## src/diagonal_seed_run_merger_macros.svh

```systemverilog
// Assertion macros used by the merger's top-level RTL file.
// Each macro samples on the rising edge of clk and is quiet while arst_n is low.
`ifndef DIAGONAL_SEED_RUN_MERGER_MACROS_SVH
`define DIAGONAL_SEED_RUN_MERGER_MACROS_SVH

`ifndef NO_ASSERTIONS

// Property that must hold at every clock edge out of reset.
`define DSRM_ASSERT(lbl, prop) \
	lbl: assert property (@(posedge clk) disable iff (!arst_n) (prop)) \
		else $error("merger assertion failed");

// A condition in one cycle that implies another in the next cycle.
`define DSRM_ASSERT_NEXT(lbl, ante, cons) \
	lbl: assert property (@(posedge clk) disable iff (!arst_n) (ante) |=> (cons)) \
		else $error("merger assertion failed");

`else

`define DSRM_ASSERT(lbl, prop)
`define DSRM_ASSERT_NEXT(lbl, ante, cons)

`endif

`endif

```

## src/dsrm_pkg.sv

```systemverilog
`timescale 1ns / 1ps

package dsrm_pkg;

	// Widths of the port fields.
	localparam int FIELD_BITS = 31;
	localparam int WS_BITS    = 15;
	localparam int IDX_BITS   = 2;

	// Depth of the word queue between the front and the back.
	localparam int QUEUE_DEPTH = 4;

	// Configuration register indexes.
	typedef enum logic [IDX_BITS-1:0] {
		REG_MERGE_MODE    = 2'd0,
		REG_WORD_SIZE     = 2'd1,
		REG_SAME_SEQUENCE = 2'd2
	} cfg_reg_t;

	// Merge modes.
	localparam logic MODE_DIRECT   = 1'b0;
	localparam logic MODE_INVERTED = 1'b1;

	// Reset values of the configuration registers.
	localparam logic               RST_MERGE_MODE    = MODE_DIRECT;
	localparam logic [WS_BITS-1:0] RST_WORD_SIZE     = 15'd12;
	localparam logic               RST_SAME_SEQUENCE = 1'b1;

	// Current configuration.
	typedef struct packed {
		logic               merge_mode;
		logic [WS_BITS-1:0] word_size;
		logic               same_sequence;
	} cfg_t;

	// Snapshot of one closed run, the word passed from front to back.
	typedef struct packed {
		logic [FIELD_BITS-1:0] first_pos1;
		logic [FIELD_BITS-1:0] first_pos2;
		logic [FIELD_BITS-1:0] prev_pos1;
		logic [FIELD_BITS-1:0] prev_pos2;
		logic [FIELD_BITS-1:0] run_len;
		logic                  last;
		logic                  eol;
	} seed_rec_t;

endpackage

```

## src/dsrm_queue.sv

```systemverilog
`timescale 1ns / 1ps

module dsrm_queue #(
	parameter int WIDTH = 8,
	parameter int DEPTH = 4
) (
	input  logic             clk,
	input  logic             arst_n,
	input  logic             push,
	input  logic [WIDTH-1:0] push_data,
	output logic             full,
	input  logic             pop,
	output logic [WIDTH-1:0] pop_data,
	output logic             empty
);

	localparam int PTR_BITS = (DEPTH > 1) ? $clog2(DEPTH) : 1;
	localparam int CNT_BITS = $clog2(DEPTH + 1);
	localparam logic [PTR_BITS-1:0] PTR_LAST = PTR_BITS'(DEPTH - 1);
	localparam logic [CNT_BITS-1:0] CNT_FULL = CNT_BITS'(DEPTH);

	logic [WIDTH-1:0]    mem_q [DEPTH];
	logic [PTR_BITS-1:0] wr_ptr_q;
	logic [PTR_BITS-1:0] rd_ptr_q;
	logic [CNT_BITS-1:0] count_q;
	logic                do_push;
	logic                do_pop;

	assign full     = (count_q == CNT_FULL);
	assign empty    = (count_q == '0);
	assign do_push  = push && !full;
	assign do_pop   = pop && !empty;
	assign pop_data = mem_q[rd_ptr_q];

	// Pointers and fill count.
	always_ff @(posedge clk or negedge arst_n) begin
		if (!arst_n) begin
			wr_ptr_q <= '0;
			rd_ptr_q <= '0;
			count_q  <= '0;
		end else begin
			if (do_push) begin
				wr_ptr_q <= (wr_ptr_q == PTR_LAST) ? '0 : wr_ptr_q + 1'b1;
			end
			if (do_pop) begin
				rd_ptr_q <= (rd_ptr_q == PTR_LAST) ? '0 : rd_ptr_q + 1'b1;
			end
			if (do_push && !do_pop) begin
				count_q <= count_q + 1'b1;
			end else if (!do_push && do_pop) begin
				count_q <= count_q - 1'b1;
			end
		end
	end

	// Storage, no reset needed.
	always_ff @(posedge clk) begin
		if (do_push) begin
			mem_q[wr_ptr_q] <= push_data;
		end
	end

endmodule

```

## src/dsrm_front.sv

```systemverilog
`timescale 1ns / 1ps

module dsrm_front import dsrm_pkg::*; #(
	parameter int POS_BITS = 31
) (
	input  logic                  clk,
	input  logic                  arst_n,
	input  cfg_t                  cfg,
	input  logic                  hit_valid,
	output logic                  hit_ready,
	input  logic [FIELD_BITS-1:0] hit_pos1,
	input  logic [FIELD_BITS-1:0] hit_pos2,
	input  logic                  final_hit,
	output logic                  push,
	output seed_rec_t             push_rec,
	input  logic                  full
);

	localparam int LEN_BITS = (POS_BITS > WS_BITS) ? POS_BITS : WS_BITS;
	localparam int DW       = LEN_BITS + 3;
	localparam logic signed [DW-1:0] POS_MAX = $signed(DW'((64'd1 << POS_BITS) - 64'd1));
	localparam logic signed [DW-1:0] ONE_S   = DW'(1);

	// Open run state.
	logic                run_open_q;
	logic [POS_BITS-1:0] first1_q;
	logic [POS_BITS-1:0] first2_q;
	logic [POS_BITS-1:0] prev1_q;
	logic [POS_BITS-1:0] prev2_q;
	logic [LEN_BITS-1:0] run_len_q;

	// Two word slots waiting for the queue.
	logic      a_v_q;
	logic      b_v_q;
	seed_rec_t a_rec_q;
	seed_rec_t b_rec_q;

	logic [POS_BITS-1:0] p1;
	logic [POS_BITS-1:0] p2;
	logic signed [DW-1:0] p1_x, p2_x, f1_x, f2_x, v1_x, len_x, ws_x;
	logic signed [DW-1:0] key_new_d, key_run_d, key_new_i, key_run_i;
	logic signed [DW-1:0] off, gap, reach;
	logic [LEN_BITS-1:0] reach_clamped;
	logic                join_d, join_i, joins, brk, accept;
	logic [POS_BITS-1:0] nxt_first1, nxt_first2;
	logic [LEN_BITS-1:0] nxt_len;
	seed_rec_t           old_rec, fin_rec;

	assign p1 = hit_pos1[POS_BITS-1:0];
	assign p2 = hit_pos2[POS_BITS-1:0];

	// Zero-extended operands for signed arithmetic.
	assign p1_x  = DW'(p1);
	assign p2_x  = DW'(p2);
	assign f1_x  = DW'(first1_q);
	assign f2_x  = DW'(first2_q);
	assign v1_x  = DW'(prev1_q);
	assign len_x = DW'(run_len_q);
	assign ws_x  = DW'(cfg.word_size);

	// Classify the hit against the open run.
	assign key_new_d = p2_x - p1_x;
	assign key_run_d = f2_x - f1_x;
	assign key_new_i = p1_x + p2_x;
	assign key_run_i = f1_x + f2_x;
	assign off       = p1_x - f1_x;
	assign gap       = p1_x - v1_x;
	assign join_d    = (key_new_d == key_run_d) && (off <= len_x);
	assign join_i    = (key_new_i == key_run_i) && (gap <= ws_x);
	assign joins     = run_open_q &&
		((cfg.merge_mode == MODE_INVERTED) ? join_i : join_d);
	assign brk       = run_open_q && !joins;

	// Reach of the joined hit, clamped to the legal length range.
	assign reach = off + ws_x;
	always_comb begin
		if (reach < ONE_S) begin
			reach_clamped = LEN_BITS'(1);
		end else if (reach > POS_MAX) begin
			reach_clamped = LEN_BITS'(POS_MAX);
		end else begin
			reach_clamped = reach[LEN_BITS-1:0];
		end
	end

	// Run state after this hit.
	always_comb begin
		if (joins) begin
			nxt_first1 = first1_q;
			nxt_first2 = first2_q;
			if (cfg.merge_mode == MODE_INVERTED) begin
				nxt_len = reach_clamped;
			end else if (reach > len_x) begin
				nxt_len = reach_clamped;
			end else begin
				nxt_len = run_len_q;
			end
		end else begin
			nxt_first1 = p1;
			nxt_first2 = p2;
			nxt_len    = LEN_BITS'(cfg.word_size);
		end
	end

	// Words for the run that breaks and for the run flushed by a final hit.
	always_comb begin
		old_rec.first_pos1 = FIELD_BITS'(first1_q);
		old_rec.first_pos2 = FIELD_BITS'(first2_q);
		old_rec.prev_pos1  = FIELD_BITS'(prev1_q);
		old_rec.prev_pos2  = FIELD_BITS'(prev2_q);
		old_rec.run_len    = FIELD_BITS'(run_len_q);
		old_rec.last       = !final_hit;
		old_rec.eol        = 1'b0;
		fin_rec.first_pos1 = FIELD_BITS'(nxt_first1);
		fin_rec.first_pos2 = FIELD_BITS'(nxt_first2);
		fin_rec.prev_pos1  = FIELD_BITS'(p1);
		fin_rec.prev_pos2  = FIELD_BITS'(p2);
		fin_rec.run_len    = FIELD_BITS'(nxt_len);
		fin_rec.last       = 1'b1;
		fin_rec.eol        = 1'b1;
	end

	// Handshake: slot A drains into the queue, slot B must be empty to take a hit.
	assign push      = a_v_q && !full;
	assign push_rec  = a_rec_q;
	assign hit_ready = !b_v_q && (!a_v_q || push);
	assign accept    = hit_valid && hit_ready;

	// Run state.
	always_ff @(posedge clk or negedge arst_n) begin
		if (!arst_n) begin
			run_open_q <= 1'b0;
			first1_q   <= '0;
			first2_q   <= '0;
			prev1_q    <= '0;
			prev2_q    <= '0;
			run_len_q  <= '0;
		end else if (accept) begin
			run_open_q <= !final_hit;
			first1_q   <= nxt_first1;
			first2_q   <= nxt_first2;
			prev1_q    <= p1;
			prev2_q    <= p2;
			run_len_q  <= nxt_len;
		end
	end

	// Slot valid bits.
	always_ff @(posedge clk or negedge arst_n) begin
		if (!arst_n) begin
			a_v_q <= 1'b0;
			b_v_q <= 1'b0;
		end else if (accept) begin
			a_v_q <= brk || final_hit;
			b_v_q <= brk && final_hit;
		end else if (push) begin
			a_v_q <= b_v_q;
			b_v_q <= 1'b0;
		end
	end

	// Slot payloads.
	always_ff @(posedge clk) begin
		if (accept) begin
			a_rec_q <= brk ? old_rec : fin_rec;
			b_rec_q <= fin_rec;
		end else if (push) begin
			a_rec_q <= b_rec_q;
		end
	end

endmodule

```

## src/dsrm_back.sv

```systemverilog
`timescale 1ns / 1ps

module dsrm_back import dsrm_pkg::*; #(
	parameter int POS_BITS = 31
) (
	input  logic                  clk,
	input  logic                  arst_n,
	input  cfg_t                  cfg,
	input  seed_rec_t             rec,
	input  logic                  rec_empty,
	output logic                  rec_pop,
	output logic                  seed_valid,
	input  logic                  seed_ready,
	output logic [FIELD_BITS-1:0] seed_pos1,
	output logic [FIELD_BITS-1:0] seed_pos2,
	output logic [FIELD_BITS-1:0] seed_length,
	output logic                  is_direct,
	output logic                  last_of_burst,
	output logic                  end_of_list
);

	localparam int LEN_BITS = (POS_BITS > WS_BITS) ? POS_BITS : WS_BITS;
	localparam int DW       = LEN_BITS + 3;
	localparam logic signed [DW-1:0] POS_MAX = $signed(DW'((64'd1 << POS_BITS) - 64'd1));
	localparam logic signed [DW-1:0] ONE_S   = DW'(1);

	logic [POS_BITS-1:0]  fp1, fp2, pv1, pv2;
	logic signed [DW-1:0] fp1_x, pv1_x, pv2_x, ws_x, len_x;
	logic signed [DW-1:0] len_inv, d2;
	logic                 fix;
	logic                 adv;

	// Stage 1 registers.
	logic                 v_s1;
	logic                 mode_s1;
	logic                 fix_s1;
	logic signed [DW-1:0] len_s1;
	logic signed [DW-1:0] d2_s1;
	logic [POS_BITS-1:0]  p1_s1;
	logic [POS_BITS-1:0]  p2_s1;
	logic                 last_s1;
	logic                 eol_s1;

	// Output register.
	logic                  out_v_q;
	logic [FIELD_BITS-1:0] out_p1_q;
	logic [FIELD_BITS-1:0] out_p2_q;
	logic [FIELD_BITS-1:0] out_len_q;
	logic                  out_dir_q;
	logic                  out_last_q;
	logic                  out_eol_q;

	logic signed [DW-1:0] len_raw;
	logic [POS_BITS-1:0]  len_clamped;

	// The whole pipe moves when the output word is free or taken.
	assign adv     = !out_v_q || seed_ready;
	assign rec_pop = adv && !rec_empty;

	assign fp1   = rec.first_pos1[POS_BITS-1:0];
	assign fp2   = rec.first_pos2[POS_BITS-1:0];
	assign pv1   = rec.prev_pos1[POS_BITS-1:0];
	assign pv2   = rec.prev_pos2[POS_BITS-1:0];
	assign fp1_x = DW'(fp1);
	assign pv1_x = DW'(pv1);
	assign pv2_x = DW'(pv2);
	assign ws_x  = DW'(cfg.word_size);
	assign len_x = DW'(rec.run_len[LEN_BITS-1:0]);

	// Inverted seed: span length and the palindrome test.
	assign len_inv = ws_x + pv1_x - fp1_x;
	assign d2      = pv2_x - fp1_x;
	assign fix     = cfg.same_sequence && (ws_x + pv1_x > pv2_x + ONE_S);

	// Stage 1: length terms and the second position.
	always_ff @(posedge clk or negedge arst_n) begin
		if (!arst_n) begin
			v_s1 <= 1'b0;
		end else if (adv) begin
			v_s1 <= !rec_empty;
		end
	end

	always_ff @(posedge clk) begin
		if (adv) begin
			mode_s1 <= cfg.merge_mode;
			fix_s1  <= (cfg.merge_mode == MODE_INVERTED) && fix;
			len_s1  <= (cfg.merge_mode == MODE_INVERTED) ? len_inv : len_x;
			d2_s1   <= d2;
			p1_s1   <= fp1;
			if (cfg.merge_mode == MODE_DIRECT) begin
				p2_s1 <= fp2;
			end else begin
				p2_s1 <= fix ? fp1 : pv2;
			end
			last_s1 <= rec.last;
			eol_s1  <= rec.eol;
		end
	end

	// Final length, clamped to the legal range.
	assign len_raw = fix_s1 ? (len_s1 + d2_s1) : len_s1;
	always_comb begin
		if (len_raw < ONE_S) begin
			len_clamped = POS_BITS'(1);
		end else if (len_raw > POS_MAX) begin
			len_clamped = POS_BITS'(POS_MAX);
		end else begin
			len_clamped = len_raw[POS_BITS-1:0];
		end
	end

	// Output word.
	always_ff @(posedge clk or negedge arst_n) begin
		if (!arst_n) begin
			out_v_q <= 1'b0;
		end else if (adv) begin
			out_v_q <= v_s1;
		end
	end

	always_ff @(posedge clk) begin
		if (adv) begin
			out_p1_q   <= FIELD_BITS'(p1_s1);
			out_p2_q   <= FIELD_BITS'(p2_s1);
			out_len_q  <= FIELD_BITS'(len_clamped);
			out_dir_q  <= (mode_s1 == MODE_DIRECT);
			out_last_q <= last_s1;
			out_eol_q  <= eol_s1;
		end
	end

	assign seed_valid    = out_v_q;
	assign seed_pos1     = out_p1_q;
	assign seed_pos2     = out_p2_q;
	assign seed_length   = out_len_q;
	assign is_direct     = out_dir_q;
	assign last_of_burst = out_last_q;
	assign end_of_list   = out_eol_q;

endmodule

```

## src/diagonal_seed_run_merger.sv

```systemverilog
// A seed word passes the front's word slot, the word queue, stage 1 and the output register.
// Throughput: one hit per cycle while the word slots drain; a hit that both breaks a run and
// flushes one puts two seed words out, and the front's second slot then holds off the next hit.
// Sustained output: one seed word per cycle while seed_ready is high (single-entry queue pop).
// Reset (arst_n low) closes any open run, empties the queue and pipe, and restores the
// configuration defaults; no clearing pass is needed.
`timescale 1ns / 1ps
`include "diagonal_seed_run_merger_macros.svh"

module diagonal_seed_run_merger import dsrm_pkg::*; #(
	parameter int POS_BITS = 31
) (
	input  logic                  clk,
	input  logic                  arst_n,
	input  logic                  cfg_we,
	input  logic [IDX_BITS-1:0]   cfg_index,
	input  logic [WS_BITS-1:0]    cfg_data,
	input  logic                  hit_valid,
	output logic                  hit_ready,
	input  logic [FIELD_BITS-1:0] hit_pos1,
	input  logic [FIELD_BITS-1:0] hit_pos2,
	input  logic                  final_hit,
	output logic                  seed_valid,
	input  logic                  seed_ready,
	output logic [FIELD_BITS-1:0] seed_pos1,
	output logic [FIELD_BITS-1:0] seed_pos2,
	output logic [FIELD_BITS-1:0] seed_length,
	output logic                  is_direct,
	output logic                  last_of_burst,
	output logic                  end_of_list
);

	localparam int REC_BITS = $bits(seed_rec_t);

	cfg_t      cfg_q;
	logic      q_push, q_full, q_pop, q_empty;
	seed_rec_t q_wdata, q_rdata;

	// Configuration registers.
	always_ff @(posedge clk or negedge arst_n) begin
		if (!arst_n) begin
			cfg_q.merge_mode    <= RST_MERGE_MODE;
			cfg_q.word_size     <= RST_WORD_SIZE;
			cfg_q.same_sequence <= RST_SAME_SEQUENCE;
		end else if (cfg_we) begin
			case (cfg_index)
				REG_MERGE_MODE: begin
					cfg_q.merge_mode <= cfg_data[0];
				end
				REG_WORD_SIZE: begin
					cfg_q.word_size <= cfg_data;
				end
				REG_SAME_SEQUENCE: begin
					cfg_q.same_sequence <= cfg_data[0];
				end
				default: begin
				end
			endcase
		end
	end

	// Front: classifies hits and keeps the open run.
	dsrm_front #(
		.POS_BITS (POS_BITS)
	) u_front (
		.clk       (clk),
		.arst_n    (arst_n),
		.cfg       (cfg_q),
		.hit_valid (hit_valid),
		.hit_ready (hit_ready),
		.hit_pos1  (hit_pos1),
		.hit_pos2  (hit_pos2),
		.final_hit (final_hit),
		.push      (q_push),
		.push_rec  (q_wdata),
		.full      (q_full)
	);

	// Word queue between front and back.
	dsrm_queue #(
		.WIDTH (REC_BITS),
		.DEPTH (QUEUE_DEPTH)
	) u_queue (
		.clk       (clk),
		.arst_n    (arst_n),
		.push      (q_push),
		.push_data (q_wdata),
		.full      (q_full),
		.pop       (q_pop),
		.pop_data  (q_rdata),
		.empty     (q_empty)
	);

	// Back: finishes seed lengths and drives the output.
	dsrm_back #(
		.POS_BITS (POS_BITS)
	) u_back (
		.clk           (clk),
		.arst_n        (arst_n),
		.cfg           (cfg_q),
		.rec           (q_rdata),
		.rec_empty     (q_empty),
		.rec_pop       (q_pop),
		.seed_valid    (seed_valid),
		.seed_ready    (seed_ready),
		.seed_pos1     (seed_pos1),
		.seed_pos2     (seed_pos2),
		.seed_length   (seed_length),
		.is_direct     (is_direct),
		.last_of_burst (last_of_burst),
		.end_of_list   (end_of_list)
	);

	// Every seed has a length of at least one.
	`DSRM_ASSERT(a_len_nonzero, !seed_valid || (seed_length != '0))
	// The word that ends the list is always the last of its burst.
	`DSRM_ASSERT(a_eol_is_last, !(seed_valid && end_of_list) || last_of_burst)
	// A full queue is never reported empty.
	`DSRM_ASSERT(a_queue_state, !(q_full && q_empty))
	// After a final hit the front takes a new hit only while draining its flush word.
	`DSRM_ASSERT_NEXT(a_flush_drains, hit_valid && hit_ready && final_hit, !hit_ready || q_push)

endmodule
```

## config.mk

```make
export PLATFORM = sky130hd
export DESIGN_NAME = diagonal_seed_run_merger
export DESIGN_NICKNAME = d
export VERILOG_FILES = /design/src/dsrm_pkg.sv /design/src/dsrm_queue.sv /design/src/dsrm_front.sv /design/src/dsrm_back.sv /design/src/diagonal_seed_run_merger.sv
export VERILOG_INCLUDE_DIRS = /design/src /design/src/src
export SDC_FILE = /design/constraint.sdc
export NUM_CORES = 2
export LEC_CHECK = 0
export BUFFER_PORTS_ARGS = -buffer_cell sky130_fd_sc_hd__clkbuf_2
export CAP_MARGIN = 20
export CORE_UTILIZATION = 56
export DETAILED_ROUTE_END_ITERATION = 8
export GPL_ROUTABILITY_DRIVEN = 0
export GPL_TIMING_DRIVEN = 1
export HOLD_SLACK_MARGIN = 0.05
export PLACE_DENSITY = 0.75
export SLEW_MARGIN = 10
export SYNTH_ARGS = -nofsm -noshare
export SYNTH_HDL_FRONTEND = slang
export SYNTH_HIERARCHICAL = 1
export SYNTH_SLANG_ARGS = --single-unit
```

## constraint.sdc

```tcl
create_clock -name clk -period 7.4 [get_ports clk]
set_clock_uncertainty 0.05 [all_clocks]
set_input_delay 0.37 -clock clk [delete_from_list [all_inputs] [get_ports clk]]
set_output_delay 0.37 -clock clk [all_outputs]
set_load 0.01 [all_outputs]
```

==> metrics.txt <==
status complete, no violations; layout cells sized above 1 13.91%; final std cells w/o fill 8017; FMAX 140.6 MHz; gr ovfl total 0; Setup Crit Path Kind reg2reg; Post-synth EDFFs 1167; cell mode on critical path a21o_1; CTS tree built; Worst setup SP type flop; first drt pass iteration count 7; actual slew at the worst max-slew pin 1.189 ns; Reg clk slew, reported paths 0.06 ns; register area share after synthesis 53.97%; Initial Util 56.60%; post-synthesis compound-gate area fraction 13.54%; peak fanout along the critical path 15; number of library cell types mapped by synthesis 122; Sink Count 1351; Via Count 52570; Max-cap violations 0; adder-cell share of the synthesized area 7.599%; Worst Reg-to-Reg Cells 32; Top Family by Delay on Critical Path compound AO/OA/AOI/OAI gates; DRT iter0 DRCs 6691; clk root buf clkbuf_16; DR DRC count 0; CTS Buf Count 136; critical path data arrival time 7.71 ns; synth-to-layout area growth 11.62%; Worst Hold Class in2reg; Critical Path Sink u_front/run_len_q[12]; hold path cells 3; Syn Inst Count 5906; fin crit period 7.114 ns; vias in the first global route 50280; IO buf count 182; clock tree buffer depth 3; placed insts 7685; largest family of logic cells by synthesized area compound AO/OA/AOI/OAI gates; FFs w/ async S/R, synth 13.62%; Worst path max stage delay 0.41 ns; die width 364.2 µm; clock latency on the worst-skew pair 0.78 ns; DR vias/cell 6.557; number of setup violations in the final report 0; yosys warns 6; syn nets 6428; r2r endpoint u_front/run_len_q[12]; final instance area 82010 µm²; post-synthesis simple-gate area fraction 8.813%; H-Tree Depth 4; Routed WL 208200 µm; flop-to-flop setup slack 0.29 ns; Die Footprint 132700 µm²; Top Ports 183; synthesized flop and latch total 1351; Avg WL per Cell 25.97 µm; Max stage delay cell, worst path a221o_1; Detailed Place HPWL 148200 µm; max-slew violations 0; final hold viol count 0; Core ar. 129800 µm²; Row Count 132; ANT cells 0; Synth area leaders edfxtp_1, ha_1, dfrtp_1; die height 364.2 µm; largest net degree at the start of global routing 189; area of placed instances 76590 µm²; Critical Path RT 8.00 ns; Mean Syn Cell Area 12.44 µm²; Tcrit/Tclk final 96.14%; Synth top area share 47.70%; Synth Cell Area 73470 µm²; cell taking the most area after synthesis edfxtp_1; Nets 6691; CP Buf/Inv Count 3; post-synthesis mux area share 8.869%; global-route wire length before repair 307700 µm; GRT Overall Usage 30.97%; Crit path depth 32; ys flop type edfxtp_1; Synth Area in XOR/XNOR 3.995%; initial antenna violation count 9; Max-slew headroom 19.92%; CP Launch Point u_front/first1_q[3]; CP endpoint kind flop; worst r2r src u_front/first1_q[3]; remaining antenna violation count 0
sequential cells by signal, indices dropped and copies added, names as in the netlist, 2 cells and up:
signal	flops
cfg_q	17
u_back/d2_s1	32
u_back/len_s1	33
u_back/p1_s1	31
u_back/p2_s1	31
u_back/seed_length	31
u_back/seed_pos1	31
u_back/seed_pos2	31
u_front/b_rec_q	155
u_front/first1_q	31
u_front/first2_q	31
u_front/prev1_q	31
u_front/prev2_q	31
u_front/push_rec	157
u_front/run_len_q	31
u_queue/count_q	3
u_queue/mem_q	628
u_queue/rd_ptr_q	2
u_queue/wr_ptr_q	2
repair_timing:
action / CTS / global route
hold endpoints to repair: 238 / 0
hold buffers: 84 / 0
endpoints found under the setup margin: 0 / 124
setup buffers: 0 / 3
gates resized for setup: 0 / 11
worst register-to-register path, delay by kind of cell, from the launching register on:
family / cells / cell delay, ns
AO/OA/AOI/OAI: 12 / 2.41
AND/OR/NAND/NOR: 10 / 1.64
adder cells (fa/ha/maj): 3 / 1.04
buffers and inverters: 3 / 0.57
multiplexers: 2 / 0.57
flip-flops: 1 / 0.40
XOR/XNOR: 2 / 0.29
how the worst min path moves through the flow:
stage / endpoint / slack [ns] / from
after floorplan: cfg_q[10] / 0.02 / arst_n
after global placement: u_back/seed_pos2[24] / 0.35 / u_back/p2_s1[24]
after detailed placement: u_back/last_of_burst / 0.35 / u_back/last_s1
after CTS: cfg_q[3] / 0.12 / cfg_index[0]
after global routing: cfg_q[3] / 0.16 / cfg_index[0]
final: cfg_q[9] / 0.16 / cfg_index[0]
synthesized netlist by cell type, types with 94 or more instances:
cell type / n
xor2_1: 108
dfrtp_1: 181
mux4_2: 157
mux2i_1: 159
inv_1: 298
mux2_2: 94
nor3_1: 106
a21o_1: 194
nor2_1: 343
xnor2_1: 215
clkbuf_1: 143
nand2_1: 363
ha_1: 425
edfxtp_1: 1167
o21ai_0: 299
a21oi_1: 375
per-layer routing:
layer | vias to the layer above | global-route usage (%) | routed length (µm)
li1 | 23110 | - | -
met1 | 25860 | 42.84 | 83730
met2 | 3092 | 47.97 | 94720
met3 | 505 | 6.525 | 21420
met4 | 0 | 12.16 | 8319
met5 | - | 0 | 0
placed cells by master, fill, tap and decap left out, types with 84 or more instances in the layout:
cell           synthesis  final
a21o_1               194    194
a21oi_1              375    372
buf_4                  4     95
clkbuf_16              0    139
clkbuf_2               0    181
dfrtp_1              181    177
dlygate4sd3_1          0     84
edfxtp_1            1167   1167
ha_1                 425    425
inv_1                298    297
mux2_2                94     94
mux2i_1              159    159
mux4_2               157    157
nand2_1              363    360
nand3_1               91     90
nor2_1               343    341
nor3_1               106    105
o21ai_0              299    299
xnor2_1              215    215
xor2_1               108    108
cell type report:
type / count / area, µm²
Tap cell: 1742 / 2180
Clock inverter: 67 / 818.3
Clock buffer: 177 / 3681
Fill cell: 9655 / 47800
Timing Repair Buffer: 384 / 2922
Inverter: 302 / 1149
Sequential cell: 1351 / 39670
Multi-Input combinational cell: 3994 / 31590
metrics by stage:
step	hold slack [ns]	util [%]	setup WS [ns]	TNS, ns
6_report	0.1639	63.17	0.2857	0
5_1_grt	0.1594	63.17	-0.04040	-0.04040
4_1_cts	0.1218	63.11	0.08391	0
3_5_place_dp	0.3545	59.00	-0.04574	-0.1265
3_3_place_gp	0.3519	59.00	0.02816	0
2_1_floorplan	0.02441	-	0.7562	0
logic make-up (layout without fill, tap and decap cells):
group | count (synthesis) | in the layout
adder cells (fa/ha/maj) | 439 | 439
XOR/XNOR | 328 | 328
multiplexers | 436 | 436
flip-flops | 1351 | 1351
AO/OA/AOI/OAI | 1470 | 1470
buffers and inverters | 561 | 930
AND/OR/NAND/NOR | 1321 | 1321
Power is not shown: default switching activity piles up to over one toggle a cycle in this logic, so the estimate is an artifact.
